## config.mk

```make
export PLATFORM = sky130hd
export DESIGN_NAME = otc_step
export DESIGN_NICKNAME = d
export VERILOG_FILES = /design/src/rtl/otc_pkg.sv /design/src/rtl/otc_step.sv
export SDC_FILE = /design/constraint.sdc
export NUM_CORES = 1
export LEC_CHECK = 0
export BUFFER_PORTS_ARGS = -buffer_cell sky130_fd_sc_hd__buf_4
export CORE_MARGIN = 2
export CORE_UTILIZATION = 55
export DETAILED_ROUTE_END_ITERATION = 8
export PLACE_DENSITY = 0.86
export SYNTH_ARGS = -nofsm -noshare
export SYNTH_HDL_FRONTEND = slang
export SYNTH_SLANG_ARGS = --single-unit
```

## constraint.sdc

```tcl
create_clock -name vclk -period 8.45
set_input_delay 1.69 -clock vclk [all_inputs]
set_output_delay 1.69 -clock vclk [all_outputs]
set_load 0.02 [all_outputs]
```

## src/rtl/otc_pkg.sv

```systemverilog
`timescale 1ns / 1ps

package otc_pkg;

  localparam int unsigned KhzW     = 16;
  localparam int unsigned TrimW    = 8;
  localparam int unsigned AttW     = 8;
  localparam int unsigned CfgIdxW  = 2;
  localparam int unsigned CfgDataW = 16;
  localparam int unsigned WinHiW   = KhzW + 1;

  localparam logic [KhzW-1:0]  TargetReset   = 16'd8000;
  localparam logic [TrimW-1:0] TrimReset     = 8'd128;
  localparam logic [AttW-1:0]  AttemptsReset = 8'd10;

  // trim codes strictly between these two are skipped over
  localparam logic [TrimW-1:0] HoleLow  = 8'd96;
  localparam logic [TrimW-1:0] HoleHigh = 8'd128;
  localparam logic [TrimW-1:0] HoleJump = 8'd32;

  // offset / 128 sets the step size
  localparam int unsigned StepShift = 7;

  // x / 100 == ((x >> 2) * 5243) >> 17, exact for all 16-bit x
  localparam logic [12:0] MarginMul   = 13'd5243;
  localparam int unsigned MarginShift = 17;
  localparam int unsigned MarginProdW = 27;

  typedef enum logic [CfgIdxW-1:0] {
    CFG_TARGET    = 2'd0,
    CFG_INIT_TRIM = 2'd1,
    CFG_MAX_ATT   = 2'd2
  } otc_cfg_e;

  typedef struct packed {
    logic [KhzW-1:0] measured_khz;
  } otc_meas_t;

  typedef struct packed {
    logic [TrimW-1:0] trim_value;
    logic             locked;
    logic             exhausted;
    logic [AttW-1:0]  attempts_used;
  } otc_result_t;

  typedef struct packed {
    logic [TrimW-1:0] trim;
    logic [AttW-1:0]  attempts;
    logic             locked;
    logic             exhausted;
  } otc_state_t;

  // target / 100 by reciprocal multiplication
  function automatic logic [KhzW-1:0] otc_margin(input logic [KhzW-1:0] target);
    logic [MarginProdW-1:0] prod;
    prod = MarginProdW'(target[KhzW-1:2]) * MarginProdW'(MarginMul);
    return KhzW'(prod[MarginProdW-1:MarginShift]);
  endfunction

endpackage

```

## src/rtl/otc_step.sv

```systemverilog
`timescale 1ns / 1ps

module otc_step (
  input  otc_pkg::otc_state_t              cur_i,
  input  logic [otc_pkg::KhzW-1:0]         meas_i,
  input  logic [otc_pkg::KhzW-1:0]         target_i,
  input  logic [otc_pkg::WinHiW-1:0]       win_hi_i,
  input  logic [otc_pkg::KhzW-1:0]         win_lo_i,
  input  logic [otc_pkg::AttW-1:0]         max_att_i,
  output otc_pkg::otc_state_t              nxt_o
);
  import otc_pkg::*;

  logic             above;
  logic             in_window;
  logic [KhzW-1:0]  offs;
  logic [TrimW-1:0] step;
  logic [TrimW-1:0] t_move;
  logic             in_hole;
  logic [TrimW-1:0] t_new;
  logic [AttW-1:0]  att_inc;

  assign above     = meas_i > target_i;
  assign in_window = ({1'b0, meas_i} < win_hi_i) && (meas_i > win_lo_i);
  assign offs      = above ? (meas_i - target_i) : (target_i - meas_i);
  assign step      = TrimW'(offs[KhzW-1:StepShift]) + TrimW'(1);
  assign t_move    = above ? (cur_i.trim - step) : (cur_i.trim + step);
  assign in_hole   = (t_move > HoleLow) && (t_move < HoleHigh);
  assign att_inc   = cur_i.attempts + AttW'(1);

  always_comb begin
    if (!in_hole) begin
      t_new = t_move;
    end else if (above) begin
      t_new = t_move - HoleJump;
    end else begin
      t_new = t_move + HoleJump;
    end
  end

  always_comb begin
    nxt_o = cur_i;
    if (cur_i.locked || cur_i.exhausted) begin
      nxt_o = cur_i;
    end else if (cur_i.attempts >= max_att_i) begin
      // limit lowered to or below the count already used
      nxt_o.exhausted = 1'b1;
    end else begin
      nxt_o.attempts = att_inc;
      if (in_window) begin
        nxt_o.locked = 1'b1;
      end else begin
        nxt_o.trim      = t_new;
        nxt_o.exhausted = att_inc >= max_att_i;
      end
    end
  end

endmodule

```

==> out/summary.md, run 1 <==
• **count of unique library cells instantiated by Yosys** 67
• **syn_nets** 614
• **global-route wire length before repair** 13800 um
• **Core Region** 5920 sq um
• **maximum number of pins on one net before global-route repair** 12
• **antenna cells** 0
• **Required @ worst endpoint** 6.76 ns
• **routability congestion estimate** 0.915
• **post-layout utilization of the core** 0.756
• **number of top-level design ports** 109
• **area growth from synthesis to final layout** 33.6%
• **final cycle utilization of the critical path** 0.974
• **sequential fraction of the synthesis area** 0
• **Post-DP HPWL** 7220 um
• **standard-cell rows** 28
• **Total Wirelength** 8460 um
• **Overall Global Routing Usage** 0.247
• **effective utilization at floorplan** 0.566
• **run status** completed
• **sequential cells** 0
• **fraction of layout cells with a size suffix above 1** 0.305
• **die outline height** 82.1 um
• **CLK BUF** 0
• **max-slew violations** 0
• **gate count of the mapped netlist** 434
• **hold_buf cts** 0
• **antenna violations before repair** 0
• **vias** 3439
• **via count of the first global-routing pass** 3347
• **Avg Cell Area, Syn** 7.72 sq um
• **remaining max-slew budget at the tightest pin** 0.431
• **min Tclk post-route** 8.23 ns
• **overflow left after global routing** 0
• **pwr/cell area** 129 nW/um^2
• **leading cell types in the layout, fill and taps excluded** sky130_fd_sc_hd__buf_4, sky130_fd_sc_hd__ha_1, sky130_fd_sc_hd__inv_1
• **placement-stage cell area** 4290 sq um
• **post-synthesis instance area** 3350 sq um
• **Buffers on Ports** 109
• **Hold Path Class** in -> out
• **Remaining DRCs** 0
• **wire length per cell after detailed routing** 13.4 um
• **arrival time at the worst endpoint** 6.54 ns
• **leakage dissipation** 2.44 nW
• **floorplan die area** 6730 sq um
• **Die Wd** 82.1 um
• **CP max FO** 7
• **number of nets in the final layout** 736
• **antenna violation net count after detailed routing** 0
• **Filler Cell Count** 429
• **area used by sequential logic in the layout** 0 sq um
• **number of hold violations in the final report** 0
• **iteration-0 DRC count of the detailed router** 96
• **max capacitance violation total** 0
• **vias per std cell** 5.47
• **commonest non-fill, non-tap cell in the layout** sky130_fd_sc_hd__buf_4
• **endpoints failing setup** 0
• **worst-margin pin slew** 0.852 ns
• **final instance area** 4480 sq um
• **kind of critical path** in -> out
• **worst vdd ir** 0.112 mV
• **element type at the critical path start** input pin
• **fmax** 122 MHz
• **Yosys warnings** 0
• **critical path endpoint category** primary output
• **number of detailed-routing iterations run before antenna repair** 4
-- repair_timing --
item                                    4_1_cts  5_1_grt
resized for setup                             1       19
cloned                                        0        0
hold endpoints to repair                      0        0
pin swaps                                     0       13
endpoints found under the setup margin        3        3
buffers inserted                              0        9
-- critical path, cell delays in order --
cell	delay [ns]
sky130_fd_sc_hd__buf_4	0.11
sky130_fd_sc_hd__inv_1	0.06
sky130_fd_sc_hd__ha_4	0.30
sky130_fd_sc_hd__and3_4	0.21
sky130_fd_sc_hd__nand4_1	0.17
sky130_fd_sc_hd__o31a_1	0.40
sky130_fd_sc_hd__o21ai_2	0.14
sky130_fd_sc_hd__a22oi_2	0.16
sky130_fd_sc_hd__xnor2_2	0.21
sky130_fd_sc_hd__ha_2	0.21
sky130_fd_sc_hd__inv_1	0.08
sky130_fd_sc_hd__nor3_4	0.22
sky130_fd_sc_hd__nand2b_1	0.11
sky130_fd_sc_hd__or3_1	0.32
sky130_fd_sc_hd__a21oi_1	0.13
sky130_fd_sc_hd__nor3_1	0.09
sky130_fd_sc_hd__xor2_1	0.15
sky130_fd_sc_hd__ha_1	0.35
sky130_fd_sc_hd__a21oi_1	0.13
sky130_fd_sc_hd__o21ai_1	0.09
sky130_fd_sc_hd__xnor2_1	0.14
sky130_fd_sc_hd__xnor2_1	0.27
sky130_fd_sc_hd__xnor2_2	0.15
sky130_fd_sc_hd__and3_1	0.20
sky130_fd_sc_hd__o32ai_2	0.25
sky130_fd_sc_hd__buf_4	0.18
-- worst paths after layout --
kind	start	to	slack, ns	cells past startpoint
max	meas_i[6]	nxt_o[15]	0.22	26
min	cur_i[1]	nxt_o[1]	3.69	3
-- cell usage after synthesis (9+ instances only) --
cell type                  count  share of area
sky130_fd_sc_hd__a21o_1       24          0.054
sky130_fd_sc_hd__a21oi_1      34          0.051
sky130_fd_sc_hd__ha_1         87           0.32
sky130_fd_sc_hd__inv_1        76          0.085
sky130_fd_sc_hd__nand2_1      19          0.021
sky130_fd_sc_hd__nand2b_1      9          0.017
sky130_fd_sc_hd__nand4_1       9          0.017
sky130_fd_sc_hd__nor2_1       14          0.016
sky130_fd_sc_hd__nor2b_1      12          0.022
sky130_fd_sc_hd__o21ai_0      13          0.019
sky130_fd_sc_hd__xnor2_1      31          0.081
sky130_fd_sc_hd__xor2_1       10          0.026
-- final cells by class --
type,instances,area (sq um),share of cell area
Timing Repair Buffer,125,938,0.210
Multi-Input combinational cell,352,3160,0.705
Tap cell,75,93.8,0.0210
Inverter,77,289,0.0646
-- layer usage --
layer,share of wire,GRT usage
met1,0.42,0.295
met4,0.015,0.0450
met5,0,0
met3,0.056,0.0187
met2,0.51,0.477
-- power by group --
part	internal [mW]	switching, mW
clock network	0	0
registers	0	0
logic	0.280	0.297
total	0.280	0.297
-- metrics by stage --
step,hold WS (ns),setup TNS (ns),setup slack (ns),total power [mW],std cells
5_1_grt,3.69,-0.0423,-0.0423,0.641,629
3_3_place_gp,3.68,0,0.136,0.511,620
6_report,3.69,0,0.222,0.576,629
3_5_place_dp,3.68,-0.345,-0.128,0.533,620
2_1_floorplan,3.52,0,0.461,0.399,434
4_1_cts,3.69,0,0.0329,0.536,620
-- cells by family (layout without fill, tap and decap cells) --
kind of cell               after synthesis  after routing  share of synthesized area
muxes                                    8              8                     0.0265
buffers and inverters                   82            202                     0.0934
xor gates and xnor gates                43             43                      0.122
and+or+nand+nor                         99             99                      0.177
AOI/OAI and AO/OA                      113            113                      0.244
adders and majority gates               89             89                      0.337
No activity file was read; power rests on OpenSTA's default activity.
==> run 2, diff against run 1 <==
--- a/config.mk
+++ b/config.mk
@@ -6,7 +6,7 @@
 export NUM_CORES = 1
 export LEC_CHECK = 0
 export BUFFER_PORTS_ARGS = -buffer_cell sky130_fd_sc_hd__buf_4
-export CORE_MARGIN = 2
+export CORE_MARGIN = 5
 export CORE_UTILIZATION = 55
 export DETAILED_ROUTE_END_ITERATION = 8
 export PLACE_DENSITY = 0.86
==> out/summary.md, run 2 (same netlist as run 1, synthesis figures left out) <==
• **run status** completed
• **area growth from synthesis to final layout** 32.8%
• **critical path endpoint category** primary output
• **number of nets in the final layout** 734, -0.27%
• **kind of critical path** in -> out
• **remaining max-slew budget at the tightest pin** 0.420, -0.0106
• **Filler Cell Count** 449, +4.7%
• **standard-cell rows** 28, unchanged
• **hold_buf cts** 0, unchanged
• **post-layout utilization of the core** 0.752, -0.00444
• **min Tclk post-route** 8.25 ns, +0.0181 ns
• **Die Wd** 88.1 um, +7.3%
• **fraction of layout cells with a size suffix above 1** 0.303, -0.00252
• **Buffers on Ports** 109, unchanged
• **worst setup slack before clock tree synthesis** -0.219 ns, -0.0916 ns
• **fmax** 121 MHz, -0.22%
• **number of top-level design ports** 109, unchanged
• **sequential cells** 0, unchanged
• **Hold Path Class** in -> out
• **final cycle utilization of the critical path** 0.976, +0.00214
• **Required @ worst endpoint** 6.76 ns, about the same
• **floorplan die area** 7750 sq um, +15%
• **global-route wire length before repair** 14500 um, +5.3%
• **final worst slack** 0.204 ns, -0.0181 ns
• **antenna violation net count after detailed routing** 0, unchanged
• **vias per std cell** 5.56, +1.7%
• **CLK BUF** 0, unchanged
• **worst-margin pin slew** 0.868 ns, +0.0158 ns
• **area used by sequential logic in the layout** 0 sq um, unchanged
• **commonest non-fill, non-tap cell in the layout** sky130_fd_sc_hd__buf_4
• **met2 Use GR** 0.424, -0.0533
• **placement-stage cell area** 4290 sq um, unchanged
• **routability congestion estimate** 0.916, about the same
• **maximum number of pins on one net before global-route repair** 12, unchanged
• **Overall Global Routing Usage** 0.220, -0.0271
• **Core Region** 5920 sq um, unchanged
• **endpoints failing setup** 0, unchanged
• **wire length per cell after detailed routing** 14.1 um, +4.6%
• **final instance area** 4450 sq um, -0.59%
• **antenna cells** 0, unchanged
• **leakage dissipation** 2.43 nW, -0.51%
• **element type at the critical path start** input pin
• **met1 Resource Use GR** 0.257, -0.0386
• **effective utilization at floorplan** 0.566, unchanged
• **leading cell types in the layout, fill and taps excluded** sky130_fd_sc_hd__buf_4, sky130_fd_sc_hd__ha_1, sky130_fd_sc_hd__inv_1
• **vias** 3485, +1.3%
• **arrival time at the worst endpoint** 6.56 ns, +0.02 ns
• **max-slew violations** 0, unchanged
• **worst vdd ir** 0.143 mV, +28%
• **Power, Total** 579 uW, +0.36%
• **number of hold violations in the final report** 0, unchanged
• **overflow left after global routing** 0, unchanged
• **Post-DP HPWL** 7750 um, +7.3%
• **Most Crowded Layer GR** met2
• **iteration-0 DRC count of the detailed router** 112, +17%
• **antenna violations before repair** 0, unchanged
• **Total Wirelength** 8820 um, +4.3%
• **pwr/cell area** 130 nW/um^2, +0.95%
• **CP max FO** 4, -3
• **GRT met3 Usage** 0.0254, +0.00672
• **number of detailed-routing iterations run before antenna repair** 4, unchanged
• **via count of the first global-routing pass** 3573, +6.8%
• **die outline height** 88.1 um, +7.3%
• **max capacitance violation total** 0, unchanged
• **Remaining DRCs** 0, unchanged
run 2: area by class of cell:
class | count | area [sq um] | area share
multi-input combinational | 352 | 3140 | 0.706
timing repair buffer | 123 | 923 | 0.207
inverter | 77 | 289 | 0.0649
tap | 75 | 93.8 | 0.0211
run 2: timing repair:
item | in CTS | in global routing
setup buffers | 0 | 7
resized for setup | 2 | 19
setup endpoints to repair | 3 | 3
pin swaps | 0 | 12
run 2: report_power, final:
group / internal, mW / switching (mW) / leakage (nW)
clock network: 0 / 0 / 0
logic: 0.279 / 0.299 / 2.43
registers: 0 / 0 / 0
run 2: worst paths after layout:
check	to	slack [ns]	startpoint	depth (start not counted)
max	nxt_o[15]	0.20	meas_i[1]	26
min	nxt_o[1]	3.69	cur_i[1]	3
run 2: layer usage:
metal / part of all wire / routed length (um)
met3: 0.075 / 662
met1: 0.41 / 3590
met2: 0.50 / 4390
met5: 0 / 0
met4: 0.020 / 176
run 2: critical path: stages:
cell	delay (ns)
sky130_fd_sc_hd__buf_4	0.11
sky130_fd_sc_hd__inv_1	0.04
sky130_fd_sc_hd__ha_1	0.30
sky130_fd_sc_hd__nor2b_1	0.14
sky130_fd_sc_hd__o21a_1	0.21
sky130_fd_sc_hd__o21a_1	0.23
sky130_fd_sc_hd__or3_4	0.38
sky130_fd_sc_hd__a22oi_2	0.17
sky130_fd_sc_hd__xnor2_1	0.18
sky130_fd_sc_hd__ha_2	0.24
sky130_fd_sc_hd__inv_1	0.08
sky130_fd_sc_hd__nor3_4	0.24
sky130_fd_sc_hd__nand2b_1	0.11
sky130_fd_sc_hd__or3_1	0.33
sky130_fd_sc_hd__a21oi_2	0.14
sky130_fd_sc_hd__nor3_1	0.07
sky130_fd_sc_hd__xor2_1	0.14
sky130_fd_sc_hd__ha_1	0.36
sky130_fd_sc_hd__a21oi_2	0.14
sky130_fd_sc_hd__o21ai_1	0.08
sky130_fd_sc_hd__xnor2_1	0.21
sky130_fd_sc_hd__xnor2_1	0.19
sky130_fd_sc_hd__xnor2_2	0.13
sky130_fd_sc_hd__and3_1	0.19
sky130_fd_sc_hd__o32ai_2	0.22
sky130_fd_sc_hd__buf_4	0.19
run 2: stage by stage:
| step | hold WS, ns | instances | TNS (ns) |
|---|---|---|---|
| 2_1_floorplan | 3.52 | 434 | 0 |
| 3_3_place_gp | 3.68 | 620 | 0 |
| 3_5_place_dp | 3.69 | 620 | -0.437 |
| 4_1_cts | 3.69 | 620 | 0 |
| 5_1_grt | 3.70 | 627 | -0.112 |
| 6_report | 3.69 | 627 | 0 |
